## src/sra_pkg.sv

```systemverilog
// Package with sizes and register indexes for the substring replace block.
package sra_pkg;

    // Largest pattern and replacement in bytes
    localparam int MAX_PATTERN_BYTES     = 8;
    localparam int MAX_REPLACEMENT_BYTES = 8;

    // Result buffer depth: one input byte causes at most this many results
    localparam int RES_DEPTH = (MAX_PATTERN_BYTES > MAX_REPLACEMENT_BYTES) ?
                               MAX_PATTERN_BYTES : MAX_REPLACEMENT_BYTES;

    // Width of the length registers, fill and result counts
    localparam int LEN_W  = 4;
    localparam int DATA_W = 64;
    localparam int ADDR_W = 2;

    // Configuration register indexes
    typedef enum logic [ADDR_W-1:0] {
        CFG_PATTERN_BYTES     = 2'd0,
        CFG_PATTERN_LEN       = 2'd1,
        CFG_REPLACEMENT_BYTES = 2'd2,
        CFG_REPLACEMENT_LEN   = 2'd3
    } cfg_index_t;

    typedef logic [7:0] byte_t;

endpackage

```

## src/substring_replace_all.sv

```systemverilog
// Streaming find-and-replace-all over a byte string.
//
// Input: one byte per transaction on s_tdata[7:0], s_tlast marks the final
// byte of a string. Output: one result per transaction; m_tdata[7:0] is the
// byte, m_tlast marks the last result caused by one input byte, m_tuser[0]
// is has_byte (0 for a bare end marker) and m_tuser[1] marks the final
// result of the whole string.
// The pattern, its length, the replacement and its length are set through
// cfg_we / cfg_addr / cfg_wdata while the block is idle; writing the pattern
// length discards any bytes held in the window.
// Results of an input byte appear on the cycle after it is taken. The
// result buffer drains one byte per cycle while the receiver is ready; a
// byte that causes several results is not followed by a new byte until the
// last is taken; with one result per byte and no stall the block takes a
// byte every cycle. A byte that only fills the window shows nothing.
// Reset (aresetn low, synchronous) zeroes the config registers and empties
// the window and result buffer. When the receiver stalls, the current
// result holds and s_tready drops until the last buffered result is taken.
module substring_replace_all (
    input  logic                       aclk,
    input  logic                       aresetn,
    // Configuration write port
    input  logic                       cfg_we,
    input  logic [sra_pkg::ADDR_W-1:0] cfg_addr,
    input  logic [sra_pkg::DATA_W-1:0] cfg_wdata,
    // Input stream
    input  logic                       s_tvalid,
    output logic                       s_tready,
    input  logic [7:0]                 s_tdata,   // [7:0] data_byte
    input  logic                       s_tlast,   // last_byte
    // Result stream
    output logic                       m_tvalid,
    input  logic                       m_tready,
    output logic [7:0]                 m_tdata,   // [7:0] out_byte
    output logic                       m_tlast,   // run_last
    output logic [1:0]                 m_tuser    // [0] has_byte, [1] end_of_string
);
    import sra_pkg::*;

    localparam int WIN_DEPTH = MAX_PATTERN_BYTES;
    localparam logic [LEN_W-1:0] MAX_PAT_LEN = LEN_W'(MAX_PATTERN_BYTES);
    localparam logic [LEN_W-1:0] MAX_REP_LEN = LEN_W'(MAX_REPLACEMENT_BYTES);

    // Configuration registers
    logic [DATA_W-1:0] pattern_bytes_reg;
    logic [LEN_W-1:0]  pattern_len_reg;
    logic [DATA_W-1:0] replacement_bytes_reg;
    logic [LEN_W-1:0]  replacement_len_reg;

    // Window state
    byte_t            win_reg  [WIN_DEPTH];
    byte_t            win_next [WIN_DEPTH];
    logic [LEN_W-1:0] fill_reg;
    logic [LEN_W-1:0] fill_next;

    // Result buffer, head at entry 0
    byte_t            res_byte_reg  [RES_DEPTH];
    byte_t            res_byte_next [RES_DEPTH];
    logic [LEN_W-1:0] res_cnt_reg;
    logic [LEN_W-1:0] res_cnt_next;
    logic             res_has_reg;
    logic             res_has_next;
    logic             res_eos_reg;

    // Working values
    logic [LEN_W-1:0] plen;
    logic [LEN_W-1:0] rlen;
    byte_t            win_ins [WIN_DEPTH];
    logic [LEN_W-1:0] fill_ins;
    logic             full;
    logic             match;
    logic             s_accept;
    logic             m_accept;

    assign s_accept = s_tvalid && s_tready;
    assign m_accept = m_tvalid && m_tready;

    // Take a new byte when the buffer is empty or its last result leaves now
    assign s_tready = (res_cnt_reg == '0) ||
                      ((res_cnt_reg == LEN_W'(1)) && m_tready);

    assign m_tvalid   = (res_cnt_reg != '0);
    assign m_tdata    = res_byte_reg[0];
    assign m_tlast    = (res_cnt_reg == LEN_W'(1));
    assign m_tuser[0] = res_has_reg;
    assign m_tuser[1] = m_tlast && res_eos_reg;

    // Clamp lengths to their maximum
    assign plen = (pattern_len_reg > MAX_PAT_LEN) ? MAX_PAT_LEN : pattern_len_reg;
    assign rlen = (replacement_len_reg > MAX_REP_LEN) ? MAX_REP_LEN : replacement_len_reg;

    // Insert the incoming byte and compare the window with the pattern
    always_comb begin
        for (int j = 0; j < WIN_DEPTH; j++) begin
            win_ins[j] = ((fill_reg == LEN_W'(j)) && (fill_reg < plen)) ?
                         s_tdata : win_reg[j];
        end
        fill_ins = (fill_reg < plen) ? fill_reg + LEN_W'(1) : fill_reg;
        full     = (fill_ins >= plen);
        match    = 1'b1;
        for (int j = 0; j < WIN_DEPTH; j++) begin
            if ((LEN_W'(j) < plen) && (win_ins[j] != pattern_bytes_reg[8*j +: 8])) begin
                match = 1'b0;
            end
        end
    end

    // Build the results of one input byte and the next window
    always_comb begin
        for (int j = 0; j < RES_DEPTH; j++) begin
            res_byte_next[j] = '0;
        end
        res_cnt_next = '0;
        res_has_next = 1'b1;
        fill_next    = fill_reg;
        for (int j = 0; j < WIN_DEPTH; j++) begin
            win_next[j] = win_reg[j];
        end

        if (plen == '0) begin
            // Pass through
            res_byte_next[0] = s_tdata;
            res_cnt_next     = LEN_W'(1);
        end else begin
            for (int j = 0; j < WIN_DEPTH; j++) begin
                win_next[j] = win_ins[j];
            end
            if (full && match) begin
                // Emit the replacement and clear the window
                for (int j = 0; j < RES_DEPTH; j++) begin
                    if ((j < MAX_REPLACEMENT_BYTES) && (LEN_W'(j) < rlen)) begin
                        res_byte_next[j] = replacement_bytes_reg[8*j +: 8];
                    end
                end
                res_cnt_next = rlen;
                fill_next    = '0;
            end else if (s_tlast) begin
                // Flush the whole window in order
                for (int j = 0; j < RES_DEPTH; j++) begin
                    if ((j < WIN_DEPTH) && (LEN_W'(j) < fill_ins)) begin
                        res_byte_next[j] = win_ins[j];
                    end
                end
                res_cnt_next = fill_ins;
                fill_next    = '0;
            end else if (full) begin
                // Emit the oldest byte and slide
                res_byte_next[0] = win_ins[0];
                res_cnt_next     = LEN_W'(1);
                for (int j = 0; j < WIN_DEPTH - 1; j++) begin
                    win_next[j] = win_ins[j+1];
                end
                fill_next = fill_ins - LEN_W'(1);
            end else begin
                fill_next = fill_ins;
            end
        end

        // Bare end marker when the final byte leaves nothing to show
        if (s_tlast && (res_cnt_next == '0)) begin
            res_has_next = 1'b0;
            res_cnt_next = LEN_W'(1);
        end
    end

    // Configuration registers and window fill
    always_ff @(posedge aclk) begin
        if (!aresetn) begin
            pattern_bytes_reg     <= '0;
            pattern_len_reg       <= '0;
            replacement_bytes_reg <= '0;
            replacement_len_reg   <= '0;
            fill_reg              <= '0;
        end else begin
            if (cfg_we) begin
                case (cfg_index_t'(cfg_addr))
                    CFG_PATTERN_BYTES:     pattern_bytes_reg <= cfg_wdata;
                    CFG_PATTERN_LEN: begin
                        pattern_len_reg <= cfg_wdata[LEN_W-1:0];
                    end
                    CFG_REPLACEMENT_BYTES: replacement_bytes_reg <= cfg_wdata;
                    CFG_REPLACEMENT_LEN:   replacement_len_reg <= cfg_wdata[LEN_W-1:0];
                    default: ;
                endcase
            end
            if (cfg_we && (cfg_index_t'(cfg_addr) == CFG_PATTERN_LEN)) begin
                fill_reg <= '0;
            end else if (s_accept) begin
                fill_reg <= fill_next;
            end
        end
    end

    // Window bytes hold no reset
    always_ff @(posedge aclk) begin
        if (s_accept) begin
            for (int j = 0; j < WIN_DEPTH; j++) begin
                win_reg[j] <= win_next[j];
            end
        end
    end

    // Result buffer: load on accept, else shift on each output transaction
    always_ff @(posedge aclk) begin
        if (!aresetn) begin
            res_cnt_reg <= '0;
        end else if (s_accept) begin
            res_cnt_reg <= res_cnt_next;
        end else if (m_accept) begin
            res_cnt_reg <= res_cnt_reg - LEN_W'(1);
        end
    end

    always_ff @(posedge aclk) begin
        if (s_accept) begin
            for (int j = 0; j < RES_DEPTH; j++) begin
                res_byte_reg[j] <= res_byte_next[j];
            end
            res_has_reg <= res_has_next;
            res_eos_reg <= s_tlast;
        end else if (m_accept) begin
            for (int j = 0; j < RES_DEPTH - 1; j++) begin
                res_byte_reg[j] <= res_byte_reg[j+1];
            end
            res_byte_reg[RES_DEPTH-1] <= '0;
        end
    end

    // Window fill stays below the largest pattern length between bytes
    a_fill_below_max: assert property (@(posedge aclk) disable iff (!aresetn)
        fill_reg < MAX_PAT_LEN)
        else $error("window fill reached its maximum");

    // Buffer never exceeds its depth
    a_res_cnt_depth: assert property (@(posedge aclk) disable iff (!aresetn)
        res_cnt_reg <= LEN_W'(RES_DEPTH))
        else $error("result buffer overflow");

    // Bare end marker is alone, zero and closes the string
    a_bare_marker: assert property (@(posedge aclk) disable iff (!aresetn)
        (m_tvalid && !m_tuser[0]) |-> (m_tlast && m_tuser[1] && (m_tdata == 8'd0)))
        else $error("malformed end marker");

    // No new byte is taken in the middle of a run of results
    a_no_accept_mid_run: assert property (@(posedge aclk) disable iff (!aresetn)
        (m_tvalid && !m_tlast) |-> !s_tready)
        else $error("input taken while results remain");

    // A taken final byte always yields results flagged end of string next cycle
    a_last_gives_eos: assert property (@(posedge aclk) disable iff (!aresetn)
        (s_accept && s_tlast) |=> (m_tvalid && res_eos_reg))
        else $error("final byte gave no end of string");

endmodule

```

## config.mk

```make
export PLATFORM = sky130hd
export DESIGN_NAME = substring_replace_all
export DESIGN_NICKNAME = d
export VERILOG_FILES = /design/src/sra_pkg.sv /design/src/substring_replace_all.sv
export SDC_FILE = /design/constraint.sdc
export NUM_CORES = 1
export LEC_CHECK = 0
export BUFFER_PORTS_ARGS = -buffer_cell sky130_fd_sc_hd__buf_2
export CORE_MARGIN = 2
export CORE_UTILIZATION = 65
export DETAILED_ROUTE_END_ITERATION = 6
export GPL_TIMING_DRIVEN = 0
export PLACE_DENSITY = 0.84
export SETUP_SLACK_MARGIN = 0.15
export SLEW_MARGIN = 0
export SYNTH_ARGS = -nofsm -noshare
export SYNTH_HDL_FRONTEND = slang
export SYNTH_SLANG_ARGS = --single-unit
```

## constraint.sdc

```tcl
create_clock -name aclk -period 6.95 [get_ports aclk]
set_input_delay 1.39 -clock aclk [delete_from_list [all_inputs] [get_ports aclk]]
set_output_delay 1.39 -clock aclk [all_outputs]
set_load 0.02 [all_outputs]
```

# Yosys cells after proc, flatten, opt, wreduce, memory -nomap -nowiden
# Memory sizes are Yosys's and may differ from the RTL's.
# Cells that the tools add are included.
[op_classes]
addsub = 3
multipliers = 0
div_mod_pow = 0
n_lt_le_gt_ge = 28
n_eq_ne = 19
n_shift = 0
muxes = 69
bitwise = 10
n_reduce_logical = 37
[ops]
columns = ["operator", "n"]
rows = [
  ["56-bit 2-to-1 mux", 5],
  ["8-bit 2-to-1 mux", 35],
  ["64-bit 2-to-1 mux", 2],
  ["8-bit != test", 8],
  ["3-bit by 4-bit less-than comparator with 1-bit output, first input constant", 12],
  ["4-bit 2-to-1 mux", 12],
  ["1-bit by 4-bit less-than comparator with 1-bit output, first input constant", 6],
  ["2-bit by 4-bit less-than comparator with 1-bit output, first input constant", 6],
  ["1-bit logical AND", 23],
  ["4-bit by 3-bit == test with 1-bit output, second input constant", 4],
  ["4-bit logical NOT", 4],
  ["1-bit 2-to-1 mux", 15],
  ["2-bit AND reduction", 5],
  ["4-bit by 1-bit == test with 1-bit output, second input constant", 2],
  ["4-bit by 2-bit == test with 1-bit output, second input constant", 2],
  ["4-bit > comparator, second input constant", 2],
  ["1-bit bitwise OR", 8],
  ["4-bit by 1-bit subtractor with 4-bit output, second input constant", 2],
  ["4-bit by 1-bit adder with 4-bit output, second input constant", 1],
  ["2-bit == test, second input constant", 2],
  ["4-bit greater-or-equal comparator", 1],
  ["4-bit less-than comparator", 1],
  ["4-bit nonzero test", 1],
  ["2-bit by 1-bit == test with 1-bit output, second input constant", 1],
  ["5 further kinds", 6],
]
[totals]
regBits = 146
latch_bits = 0
ram_bits = 128
romBits = 0
out_inout_bits = 13
wordCells = 176
n_memories = 2
[memory_table]
columns = ["memory", "words", "word_bits", "rd", "rd_clocked_by_memory_dff", "write_ports", "line_no", "source"]
rows = [
  ["res_byte_reg", 8, 8, 8, 0, 8, "substring_replace_all.sv:57", "byte_t res_byte_reg [RES_DEPTH];"],
  ["win_reg", 8, 8, 8, 0, 8, "substring_replace_all.sv:51", "byte_t win_reg [WIN_DEPTH];"],
]

# Logic depth before layout (Yosys ltp)
[logic_depth]
ltp_word = 22
mapped_depth = 22
mapped_depth_nobuf = 16

# Least setup slack after synthesis
# Ideal clock, no wire load.
[synth_path]
kind = "flip-flop to flip-flop"
startpoint = "register pattern_len_reg[3]"
endpoint = "memory win_reg[1][0] in the netlist's numbering, data pin"
setup_ns = 0.285
t_arrival_ns = 4.329
required_time_ns = 6.665
slack_ns = 2.336
stages_incl_launch_ff = 22
n_path_buf = 5
cell_sequence = "dfxtp_1 > buf_2 > inv_1 > nand2_1 > ha_1 > o211ai_1 > buf_2 > o21a_1 > clkbuf_1 > xnor2_1 > ha_1 > nand2b_1 > a21o_1 > a21o_1 > a21o_1 > buf_1 > o21ai_0 > a211oi_2 > a21oi_2 > buf_6 > mux2i_1 > a222oi_1"
[synth_lines]
columns = ["element", "line_no", "source"]
rows = [
  ["start: declaration", "substring_replace_all.sv:46", "logic [LEN_W-1:0] pattern_len_reg;"],
  ["start signal: assignment", "substring_replace_all.sv:179", "pattern_len_reg <= cfg_wdata[LEN_W-1:0];"],
  ["end: declaration", "substring_replace_all.sv:51", ""],
]

==> flow_summary.toml <==
[outcome]
status = "finished with violations"
failed_checks = "design-rule violations"

[drt]
vias = 13700
wl_per_cell_um = 22.6
dr.pass1.iters = 7
finalWirelength_mm = 47.9
ant_nets = 0
vias_per_cell = 6.46
drt_iter0_markers = 1828
drc = 38

[logic_synthesis]
synthFlopType = "dfxtp_1"
ys_types = 66
synth_edf_count = 130
yosys.area.top_type_share = 0.260
syn_area_per_cell_sq_um = 8.88
syn_inst = 1692
synth_top_area_cell = "edfxtp_1"
ys.warnings.count = 0
synthTopCellsByArea = "edfxtp_1, dfxtp_1, mux2i_1, nand2_1, a21boi_0"
synth-seq-cells = 274
synth-seq-area-share = 0.452
netlist_area_sq_um = 15000
syn_nets = 1790
async_flop_share = 0

[pwr]
p_total_w = 0.00522
powerDensity_nw_per_um2 = 309
peakVddDrop_uv = 266
p_leak_nw = 6.64

[sta]
finalHoldViolCount = 0
layout_min_cycle_time_ns = 5.92
clock-skew-final_ns = 0.0126
final_max_slew_viol_count = 0
worst-slew-pin-transition_ns = 1.20
period_share = 0.851
tns_ns = 0
fmax_mhz = 169
slew_headroom = 0.200
setup_viol = 0
rsz0062_at_grt = "no"

[grt]
grt_pass1_wl_mm = 71.2
grt_pass1_vias = 12700
antenna_found_initial = 1
grt_max_degree = 73
overflow = 0
grt_use_total = 0.385

[setup_path]
max_stage_delay_ns = 0.62
cp-end-kind = "flip-flop"
reg2reg_to = "res_byte_reg[0][0]$_DFFE_PP_"
path_common_cell = "nand2_1"
crit_type = "flip-flop to flip-flop"
path_cells = "buf_2 > inv_1 > nand2_1 > ha_1 > o211ai_1 > buf_2 > o21a_1 > clkbuf_1 > nand2_1 > xnor2_1 > ha_1 > a21o_1 > a21o_1 > buf_1 > o21ai_0 > a211oi_2 > nand2_1 > buf_4 > buf_4 > mux2i_1 > a21oi_1"
startpoint_type = "flip-flop"
rr_startpoint = "pattern_len_reg[3]$_SDFFE_PN0P_"
rrSetupSlack_ns = 1.03
worstPathMaxFanout = 10
critPathArrivalTime_ns = 6.20
ff2ff_path_depth = 21
slowest_stage = "xnor2_1"
critPathRequiredTime_ns = 7.23

[floorplanning]
core_region_area_sq_um = 22600
num_rows = 55
die_area_sq_um = 24300
die_w_um = 156
initial_core_util = 0.664
pin_count = 93
die_h_um = 156

[min_path]
whs_endpoint = "replacement_bytes_reg[40]$_SDFFE_PN0P_"
hold_depth = 2
hp-start = "replacement_bytes_reg[40]$_SDFFE_PN0P_"
worstHoldPathType = "flip-flop to flip-flop"

[cts]
clock-sinks = 274
cts_resized = 0
cts_tree = "done"
clockBufferDepth = 3
cts_buffers = 28
htreeDepth = 1
clkTransAtPathRegs_ns = 0.07
clock_latency_ns = 0.56
clockRootBuffer = "clkbuf_16"
postCtsSetupBuffers = 0
cts.hold.buffers_added = 0

[finish]
final_common_cell = "nand2_1"
diodes = 0
area_delta_synth_final_pct = 12.5
fin_util = 0.746
fin_nets = 1910
nFillCells = 1640
final_cell_mix = "nand2_1, dfxtp_1, mux2i_1"
drive_gt1_frac = 0.0981

[run]
maxCapViolCount = 0

[placement]
detailed_place_hpwl_mm = 34.2
io_buffer_count = 87
gp_congestion = 0.994
per-layer routing:
metal	share of wire	vias up	GRT usage
met2	0.45	911	0.618
met4	0.070	0	0.230
met5	0	-	0
li1	-	6172	-
met1	0.37	6420	0.491
met3	0.11	194	0.0642
power breakdown:
group          leakage [nW]  switching (W)  internal (W)
Sequential             2.41       0.000122       0.00209
Clock                 0.494       0.000658      0.000997
Combinational          3.73       0.000916      0.000440
worst max-delay path, delay by kind of cell, from the launching register on:
family / cells / cell delay [ns]
buf+inv: 7 / 1.85
compound gates: 7 / 1.52
xor+xnor: 1 / 0.62
fa+ha+maj: 2 / 0.57
simple gates: 3 / 0.50
flops: 1 / 0.30
mux: 1 / 0.26
metrics by stage:
step	setup WS, ns	hold WS [ns]	instance area [sq um]	instances
after global routing	0.742	0.469	16900	2119
after detailed placement	0.897	0.442	15900	2067
after global placement	0.882	0.439	15800	2064
after floorplan	2.34	0.432	15000	1692
after CTS	1.21	0.450	16900	2119
final	1.03	0.450	16900	2119
cell usage after synthesis (4+ instances only):
library cell,instances
nand2_1,360
dfxtp_1,144
mux2i_1,137
edfxtp_1,130
nor2_1,115
a21oi_1,110
clkbuf_1,87
inv_1,80
a21boi_0,74
o21ai_0,68
nor2b_1,41
a222oi_1,39
and2_1,39
xnor2_1,28
nand3_1,24
ha_1,18
xor2_1,16
buf_4,15
o22ai_1,15
a31oi_1,10
nand4_1,10
buf_2,9
nor4_1,8
a21o_1,7
nor3_1,7
a221oi_1,6
o211ai_1,6
o221ai_1,6
o2111ai_1,5
o2111ai_2,5
and3_1,4
nand2b_1,4
nor4b_1,4
o2111a_1,4
worst max path at each step:
stage,start,to,slack (ns),cells after the start
floorplan,pattern_len_reg[3]$_SDFFE_PN0P_,win_reg[1][0]$_DFFE_PP_,2.34,21
CTS,pattern_len_reg[3]$_SDFFE_PN0P_,res_byte_reg[0][0]$_DFFE_PP_,1.21,21
detailed placement,s_tdata[5],res_byte_reg[0][0]$_DFFE_PP_,0.90,13
global route,pattern_len_reg[3]$_SDFFE_PN0P_,res_byte_reg[0][0]$_DFFE_PP_,0.74,21
finish,pattern_len_reg[3]$_SDFFE_PN0P_,res_byte_reg[0][0]$_DFFE_PP_,1.03,21
global placement,s_tdata[5],res_byte_reg[0][1]$_DFFE_PP_,0.88,13
kinds of logic (layout without fill, tap and decap cells):
family,after synthesis,count (layout),synth area share
simple gates,636,636,0.187
xor+xnor,44,44,0.0257
mux,138,138,0.0920
buf+inv,199,341,0.0552
fa+ha+maj,18,18,0.0150
flops,274,274,0.452
compound gates,383,383,0.173
cell type report:
type | count | area [sq um] | area share
multi-input cells | 1219 | 7410 | 0.439
repair buffers | 90 | 502 | 0.0297
clock buffers | 42 | 857 | 0.0507
clock inverters | 10 | 148 | 0.00874
inverters | 84 | 317 | 0.0187
plain buffers | 115 | 514 | 0.0304
flip-flops and latches | 274 | 6790 | 0.402
well taps | 285 | 357 | 0.0211
Note: power is estimated with default switching activity, not from simulation.
